`src/rtl/bpr_pkg.sv`:
```
`default_nettype none

package bpr_pkg;

   // Field widths of the request, response and register port
   localparam int OP_W        = 3;
   localparam int INDEX_W     = 12;
   localparam int DATA_W      = 8;
   localparam int SLEN_W      = 13;
   localparam int LEN_W       = 7;
   localparam int COUNT_W     = 13;
   localparam int REQ_TDATA_W = 24;
   localparam int RSP_TDATA_W = 24;
   localparam int CSR_IDX_W   = 2;
   localparam int CSR_DATA_W  = 13;

   // Request kinds carried on req_tuser
   localparam logic [OP_W-1:0] OP_LOAD_PAT  = 3'd0;
   localparam logic [OP_W-1:0] OP_LOAD_REP  = 3'd1;
   localparam logic [OP_W-1:0] OP_WRITE_SEC = 3'd2;
   localparam logic [OP_W-1:0] OP_RUN       = 3'd3;
   localparam logic [OP_W-1:0] OP_READ      = 3'd4;

   // Register indexes
   localparam logic [CSR_IDX_W-1:0] REG_SECTOR_LEN  = 2'd0;
   localparam logic [CSR_IDX_W-1:0] REG_PATTERN_LEN = 2'd1;
   localparam logic [CSR_IDX_W-1:0] REG_REPLACE_LEN = 2'd2;

   localparam logic [SLEN_W-1:0] SECTOR_LEN_RESET  = 13'd2352;
   localparam logic [LEN_W-1:0]  PATTERN_LEN_RESET = 7'd1;
   localparam logic [LEN_W-1:0]  REPLACE_LEN_RESET = 7'd0;

   typedef struct packed {
      logic wr_pat;      // store req data into the pattern buffer
      logic wr_rep;      // store req data into the replacement buffer
      logic wr_sec;      // store req data into the sector buffer
      logic rd_sec;      // read sector at req index
      logic run_init;    // latch lengths, clear start, offset and count
      logic cmp_issue;   // read sector at start + offset and pattern at offset
      logic cmp_next;    // advance compare offset
      logic hit;         // count the match and rewind offset
      logic rep_write;   // write replacement byte, advance offset
      logic start_next;  // advance start, rewind offset
      logic rsp_read;    // load response with read byte
      logic rsp_count;   // load response with match count
   } dp_cmd_type;

   typedef struct packed {
      logic scan_more;   // start + pattern length fits in sector
      logic cmp_more;    // offset below pattern length
      logic bytes_equal; // fetched sector byte equals pattern byte
      logic rep_more;    // offset below replace length and inside sector
   } dp_status_type;

endpackage

`default_nettype wire

```
`src/rtl/bpr_ctrl.sv`:
```
`default_nettype none

module bpr_ctrl (
   input  wire logic                        clock,
   input  wire logic                        reset,
   input  wire logic                        req_tvalid,
   output logic                             req_tready,
   input  wire logic [bpr_pkg::OP_W-1:0]    req_op,
   output logic                             rsp_tvalid,
   input  wire logic                        rsp_tready,
   input  wire bpr_pkg::dp_status_type      status,
   output bpr_pkg::dp_cmd_type              cmd
);
   import bpr_pkg::*;

   typedef enum logic [2:0] {
      ST_IDLE,
      ST_RD_WAIT,
      ST_SCAN,
      ST_CMP,
      ST_CHK,
      ST_REP,
      ST_REP_WR,
      ST_DONE
   } state_type;

   state_type state_ff, state_in;
   logic      rsp_valid_ff, rsp_valid_in;
   logic      accept;

   assign req_tready = (state_ff == ST_IDLE) && (!rsp_valid_ff || rsp_tready);
   assign accept     = req_tvalid && req_tready;
   assign rsp_tvalid = rsp_valid_ff;

   always_comb begin
      state_in = state_ff;
      cmd      = '0;
      unique case (state_ff)
         ST_IDLE: begin
            if (accept) begin
               unique case (req_op)
                  OP_LOAD_PAT:  cmd.wr_pat = 1'b1;
                  OP_LOAD_REP:  cmd.wr_rep = 1'b1;
                  OP_WRITE_SEC: cmd.wr_sec = 1'b1;
                  OP_RUN: begin
                     cmd.run_init = 1'b1;
                     state_in     = ST_SCAN;
                  end
                  OP_READ: begin
                     cmd.rd_sec = 1'b1;
                     state_in   = ST_RD_WAIT;
                  end
                  default: ;
               endcase
            end
         end
         ST_RD_WAIT: begin
            cmd.rsp_read = 1'b1;
            state_in     = ST_IDLE;
         end
         ST_SCAN: begin
            state_in = status.scan_more ? ST_CMP : ST_DONE;
         end
         ST_CMP: begin
            if (status.cmp_more) begin
               cmd.cmp_issue = 1'b1;
               state_in      = ST_CHK;
            end else begin
               // whole pattern matched
               cmd.hit  = 1'b1;
               state_in = ST_REP;
            end
         end
         ST_CHK: begin
            if (status.bytes_equal) begin
               cmd.cmp_next = 1'b1;
               state_in     = ST_CMP;
            end else begin
               cmd.start_next = 1'b1;
               state_in       = ST_SCAN;
            end
         end
         ST_REP: begin
            if (status.rep_more) begin
               // replacement byte is fetched at the current offset
               state_in = ST_REP_WR;
            end else begin
               cmd.start_next = 1'b1;
               state_in       = ST_SCAN;
            end
         end
         ST_REP_WR: begin
            cmd.rep_write = 1'b1;
            state_in      = ST_REP;
         end
         ST_DONE: begin
            cmd.rsp_count = 1'b1;
            state_in      = ST_IDLE;
         end
         default: state_in = ST_IDLE;
      endcase
   end

   always_comb begin
      rsp_valid_in = rsp_valid_ff;
      if (cmd.rsp_read || cmd.rsp_count) begin
         rsp_valid_in = 1'b1;
      end else if (rsp_tready) begin
         rsp_valid_in = 1'b0;
      end
   end

   always_ff @(posedge clock) begin
      if (reset) begin
         state_ff     <= ST_IDLE;
         rsp_valid_ff <= 1'b0;
      end else begin
         state_ff     <= state_in;
         rsp_valid_ff <= rsp_valid_in;
      end
   end

endmodule

`default_nettype wire

```
`config.mk`:
```
export PLATFORM = sky130hd
export DESIGN_NAME = bpr_ctrl
export DESIGN_NICKNAME = d
export VERILOG_FILES = /design/src/rtl/bpr_pkg.sv /design/src/rtl/bpr_ctrl.sv
export SDC_FILE = /design/constraint.sdc
export NUM_CORES = 1
export LEC_CHECK = 0
export ABC_AREA = 1
export BUFFER_PORTS_ARGS = -buffer_cell sky130_fd_sc_hd__clkbuf_2
export CELL_PAD_IN_SITES_DETAIL_PLACEMENT = 0
export CELL_PAD_IN_SITES_GLOBAL_PLACEMENT = 1
export CORE_UTILIZATION = 26
export DETAILED_ROUTE_END_ITERATION = 8
export HOLD_SLACK_MARGIN = 0.02
export PLACE_DENSITY = 0.81
export REMOVE_ABC_BUFFERS = 1
export SLEW_MARGIN = 20
export SYNTH_ARGS = -nofsm -noshare
export SYNTH_HDL_FRONTEND = slang
export SYNTH_SLANG_ARGS = --single-unit
```
`constraint.sdc`:
```
create_clock -name clock -period 2.5 [get_ports clock]
set_input_delay 0 -clock clock [delete_from_list [all_inputs] [get_ports clock]]
set_output_delay 0 -clock clock [all_outputs]
set_load 0.02 [all_outputs]
```
==> impl_metrics.json, run 1 <==
{
  "outcome": "complete, no violations",
  "ant_nets": 0,
  "antenna_found_initial": 0,
  "grt_max_degree": 9,
  "yosysSeqAreaShare_pct": 20.4,
  "final_common_cell": "clkbuf_2",
  "power_w": 0.000209,
  "p_leak_nw": 0.334,
  "cap_violations": 0,
  "dp_hpwl_um": 860,
  "io_pins": 25,
  "fin_crit_sh_pct": 53.6,
  "design.die.area_sq_mm": 0.00167,
  "grt_first_pass_wirelength_um": 1380,
  "crit_type": "flop to output port",
  "core_area_sq_mm": 0.00135,
  "design_area_sq_um": 553,
  "worstSetupStartpointType": "flop",
  "arrival_ns": 1.34,
  "first_global_vias": 361,
  "wl_per_cell_um": 8.64,
  "chipHeight_um": 40.9,
  "areaGrowthSynthToFinish_pct": 40.8,
  "clkTransAtPathRegs_ns": 0.04,
  "post-route-util_pct": 41.0,
  "p_per_area_mw_per_mm2": 378,
  "grt_overflow_total": 0,
  "drt_iter0_drc": 8,
  "syn_avg_cell_area_sq_um": 5.61,
  "synth_seq_cells": 4,
  "fin_tns_setup_ns": 0,
  "clockBufferDepth": 2,
  "syn_inst": 70,
  "drive_above_1_share_pct": 37.1,
  "cts-root-buf": "clkbuf_4",
  "post_cts_buffers": 0,
  "yosysTopAreaCell": "dfxtp_1",
  "ir_drop_mv": 0.178,
  "cts_buffers": 3,
  "initial_core_util_pct": 29.1,
  "cts_sinks": 4,
  "max_freq_mhz": 747,
  "setup_violations": 0,
  "worstMarginPinSlew_ns": 0.327,
  "min_path_type": "input pin to flop",
  "hold_viol": 0,
  "cts_tree": "built",
  "rows": 13,
  "htreeDepth": 1,
  "synth_cell_type_count": 15,
  "die_w_um": 40.9,
  "drt_pre_antenna_iters": 3,
  "rsz0062_at_grt": "no",
  "routed_wl_um": 968,
  "diodes": 0,
  "place_congestion": 0.706,
  "yosysTopAreaCellShare_pct": 20.4,
  "layout.nets": 110,
  "relSlewSlack_pct": 78.1,
  "via_count": 500,
  "final-max-slew-violation-count": 0,
  "post-route-min-period_ns": 1.34,
  "fin_skew_ns": 0.00233,
  "vias_per_cell": 4.46,
  "numPortBuffers": 24,
  "netlist_area_sq_um": 393,
  "synth.area.top_cells": "dfxtp_1 (20%), nand2_1 (13%), nor2_1 (13%), nand3_1 (13%), inv_1 (12%)",
  "layout_common_cells": "clkbuf_2 (24), nand2_1 (14), nor2_1 (14)",
  "post_dp_cell_area_sq_um": 520,
  "drc_errors": 0,
  "grt_usage_pct": 12.4,
  "cp.required_ns": 2.50,
  "yosysWarnings": 0,
  "worst_setup_path_end_kind": "output port",
  "path_max_fanout": 6,
  "insertion_delay_ns": 0.23
}
-- cell usage after synthesis --
cell / n
nor3_2: 2
a21oi_1: 2
nand2_2: 2
nor2_1: 14
nor2_4: 2
buf_6: 1
nand2_1: 14
nand3_1: 10
nor2_2: 1
o22ai_1: 1
nand3b_1: 1
inv_1: 13
o21ai_1: 1
inv_2: 2
dfxtp_1: 4
-- where the power goes --
group          leakage [nW]  switching [W]   total, W  internal [W]
sequential           0.0324     0.00000393  0.0000702     0.0000663
clock                0.0138      0.0000268  0.0000805     0.0000537
combinational         0.288      0.0000361  0.0000584     0.0000222
total                 0.334      0.0000669   0.000209      0.000142
-- path summary, 6_finish.rpt --
check              startpoint          end  slack [ns]  depth (start not counted)
setup reg to reg  state_ff[1]  state_ff[1]        1.40                          7
hold reg to reg   state_ff[2]   rsp_tvalid        0.59                          2
hold / removal     req_tvalid  state_ff[1]        0.15                          5
setup / recovery  state_ff[2]       cmd[9]        1.16                          6
-- kinds of logic after synthesis --
group / synth area share, %
flip-flops: 20.4
AND/OR/NAND/NOR: 57.0
AO/OA/AOI/OAI: 5.41
buffers and inverters: 17.2
-- critical path, cell delays in order, from the launching register on --
cell and delay [ns]:
dfxtp_1 0.36, nor2_2 0.16, nand2_2 0.09, nor2_4 0.11
nand2_2 0.09, nor3_2 0.10, clkbuf_2 0.19
-- metrics by stage --
| stage | hold WS, ns | setup WS, ns | std cells |
|---|---|---|---|
| 6_report | 0.153 | 1.16 | 112 |
| 5_1_grt | 0.182 | 1.06 | 112 |
| 4_1_cts | 0.158 | 1.15 | 112 |
| 3_5_place_dp | 0.193 | 1.40 | 108 |
| 3_3_place_gp | 0.195 | 1.41 | 108 |
| 2_1_floorplan | 0.0513 | 1.36 | 69 |
-- timing repair --
| item | CTS | global route |
|---|---|---|
| setup endpoints to repair | 0 | 0 |
| hold buffers | 1 | 0 |
| hold endpoints to repair | 2 | 0 |
| resized for setup | 0 | 0 |
-- registers in the layout, summed over array words and instances (netlist names) --
signal      cells
state_ff        3
rsp_tvalid      1
-- layout make-up --
cell class,instances,area (sq um)
Inverter,15,56.3
Multi-Input combinational cell,50,245
Tap cell,15,18.8
Sequential cell,4,80.1
Fill cell,157,797
Timing Repair Buffer,25,130
Clock buffer,3,22.5
-- per-layer routing --
| metal | GRT usage [%] | share of wire (%) | up-vias |
|---|---|---|---|
| li1 | - | - | 269 |
| met1 | 13.9 | 46 | 209 |
| met2 | 23.0 | 48 | 22 |
| met3 | 4.89 | 6.0 | 0 |
| met4 | 0 | 0 | 0 |
| met5 | 0 | 0 | - |
(Power assumes the default switching activity.)
==> run 2: changes to the inputs <==
--- a/config.mk
+++ b/config.mk
@@ -9,10 +9,10 @@
 export BUFFER_PORTS_ARGS = -buffer_cell sky130_fd_sc_hd__clkbuf_2
 export CELL_PAD_IN_SITES_DETAIL_PLACEMENT = 0
 export CELL_PAD_IN_SITES_GLOBAL_PLACEMENT = 1
-export CORE_UTILIZATION = 26
+export CORE_UTILIZATION = 24
 export DETAILED_ROUTE_END_ITERATION = 8
 export HOLD_SLACK_MARGIN = 0.02
-export PLACE_DENSITY = 0.81
+export PLACE_DENSITY = 0.76
 export REMOVE_ABC_BUFFERS = 1
 export SLEW_MARGIN = 20
 export SYNTH_ARGS = -nofsm -noshare
==> constraint.sdc (replaced) <==
create_clock -name clock -period 1.35 [get_ports clock]
set_input_delay 0 -clock clock [delete_from_list [all_inputs] [get_ports clock]]
set_output_delay 0 -clock clock [all_outputs]
set_load 0.02 [all_outputs]
==> impl_metrics.json, run 2 (synthesized netlist as in run 1, its figures left out) <==
{
  "wl_met1_um": 407,
  "core_area_sq_mm": 0.00152,
  "grt_usage_pct": 10.6,
  "place_congestion": 0.739,
  "dp_hpwl_um": 761,
  "clkTransAtPathRegs_ns": 0.04,
  "largest-register": "state_ff",
  "areaGrowthSynthToFinish_pct": 48.4,
  "cts_buffers": 3,
  "p_leak_nw": 0.347,
  "htreeDepth": 1,
  "rows": 14,
  "grt_max_degree": 9,
  "max_freq_mhz": 763,
  "clockBufferDepth": 2,
  "final_cell_count_no_fill": 114,
  "design.die.area_sq_mm": 0.00180,
  "drt_pre_antenna_iters": 4,
  "ir_drop_mv": 0.310,
  "rsz0062_at_grt": "yes",
  "worstSetupStartpointType": "flop",
  "whs_ns": 0.135,
  "highest_layer": "met3",
  "slowest_stage": "dfxtp_4",
  "cts_sinks": 4,
  "grt_overflow_total": 0,
  "drc_errors": 0,
  "design_area_sq_um": 583,
  "drt_iter0_drc": 8,
  "met3_length_um": 58,
  "fin_crit_sh_pct": 97.1,
  "cpMostUsedCell": "nor2_4",
  "via_count": 499,
  "vias_per_cell": 4.38,
  "dr_wl_met2_um": 477,
  "grt_first_pass_wirelength_um": 1460,
  "relSlewSlack_pct": 78.0,
  "arrival_ns": 1.31,
  "crit_type": "flop to output port",
  "worstMarginPinSlew_ns": 0.329,
  "layout_common_cells": "clkbuf_2 (21), nand2_1 (14), nor2_1 (14)",
  "ant_nets": 0,
  "power_w": 0.000394,
  "fin_skew_ns": 0.000671,
  "cts_tree": "built",
  "crit_chain": "nor2_4, nand2_2, nor2_4, nand2_4, nor3_2, buf_4",
  "min_path_type": "input pin to flop",
  "p_per_area_mw_per_mm2": 677,
  "die_w_um": 42.5,
  "cap_violations": 0,
  "diodes": 0,
  "largest_reg_flops": 3,
  "cp.required_ns": 1.35,
  "max_stage_delay_ns": 0.36,
  "worst_setup_path_end_kind": "output port",
  "insertion_delay_ns": 0.23,
  "cts-root-buf": "clkbuf_4",
  "hold_viol": 0,
  "wl_per_cell_um": 8.28,
  "post-route-min-period_ns": 1.31,
  "outcome": "complete, no violations",
  "fin_tns_setup_ns": 0,
  "initial_core_util_pct": 25.8,
  "io_pins": 25,
  "numPortBuffers": 24,
  "layout.nets": 111,
  "antenna_found_initial": 0,
  "placed_cells": 109,
  "routed_wl_um": 944,
  "post_dp_cell_area_sq_um": 522,
  "final_common_cell": "clkbuf_2",
  "r2r_setup_slack_ns": 0.37,
  "path_max_fanout": 7,
  "setup_violations": 0,
  "final-max-slew-violation-count": 0,
  "chipHeight_um": 42.5,
  "drive_above_1_share_pct": 41.8,
  "first_global_vias": 399
}
run 2: cell types whose count changed in the layout (fill, tap and decap cells not counted), moves of 2 or more:
cell	change
buf_4	+3
clkbuf_2	-3
dfxtp_1	-3
dfxtp_2	+2
run 2: timing repair:
item                                    CTS  global route
endpoints found under the setup margin    2             6
pin swaps                                 0             3
endpoints found under the hold margin     2             0
gates resized for setup                   1            11
hold buffers                              1             0
buffers inserted                          0             1
run 2: area by class of cell:
class                      instances  area [sq um]
clock buffer                       3          22.5
fill                             176           941
tap                               16          20.0
sequential                         4          86.3
timing repair buffer              26           143
inverter                          15          56.3
multi-input combinational         50           255
run 2: worst max-delay path: cells and delay by family, from the launching register on:
kind | cells | cell delay [ns]
and+or+nand+nor | 5 | 0.55
DFF | 1 | 0.36
buffers and inverters | 1 | 0.16
run 2: through the flow:
step	worst slack, ns	util [%]
2_1_floorplan	0.208	-
3_3_place_gp	0.219	34.2
3_5_place_dp	0.226	34.2
4_1_cts	0.0103	36.4
5_1_grt	-0.0307	38.3
6_report	0.0397	38.3
run 2: layer usage:
layer  global-route usage [%]  vias up
met1                     11.9      210
met3                     1.29        0
li1                         -      269
met2                     18.2       20
met4                     7.50        0
met5                        0        -
run 2: final timing paths:
check | endpoint | cells past startpoint | startpoint
min | state_ff[2] | 5 | status[0]
max reg2reg | state_ff[1] | 5 | rsp_tvalid
max | cmd[10] | 6 | state_ff[0]
min reg2reg | rsp_tvalid | 2 | state_ff[2]
run 2: where the power goes:
group	switching [W]	leakage (nW)	internal (W)
clock network	0.0000456	0.0138	0.0000992
registers	0.00000842	0.0341	0.000122
logic	0.0000702	0.299	0.0000489
total	0.000124	0.347	0.000270
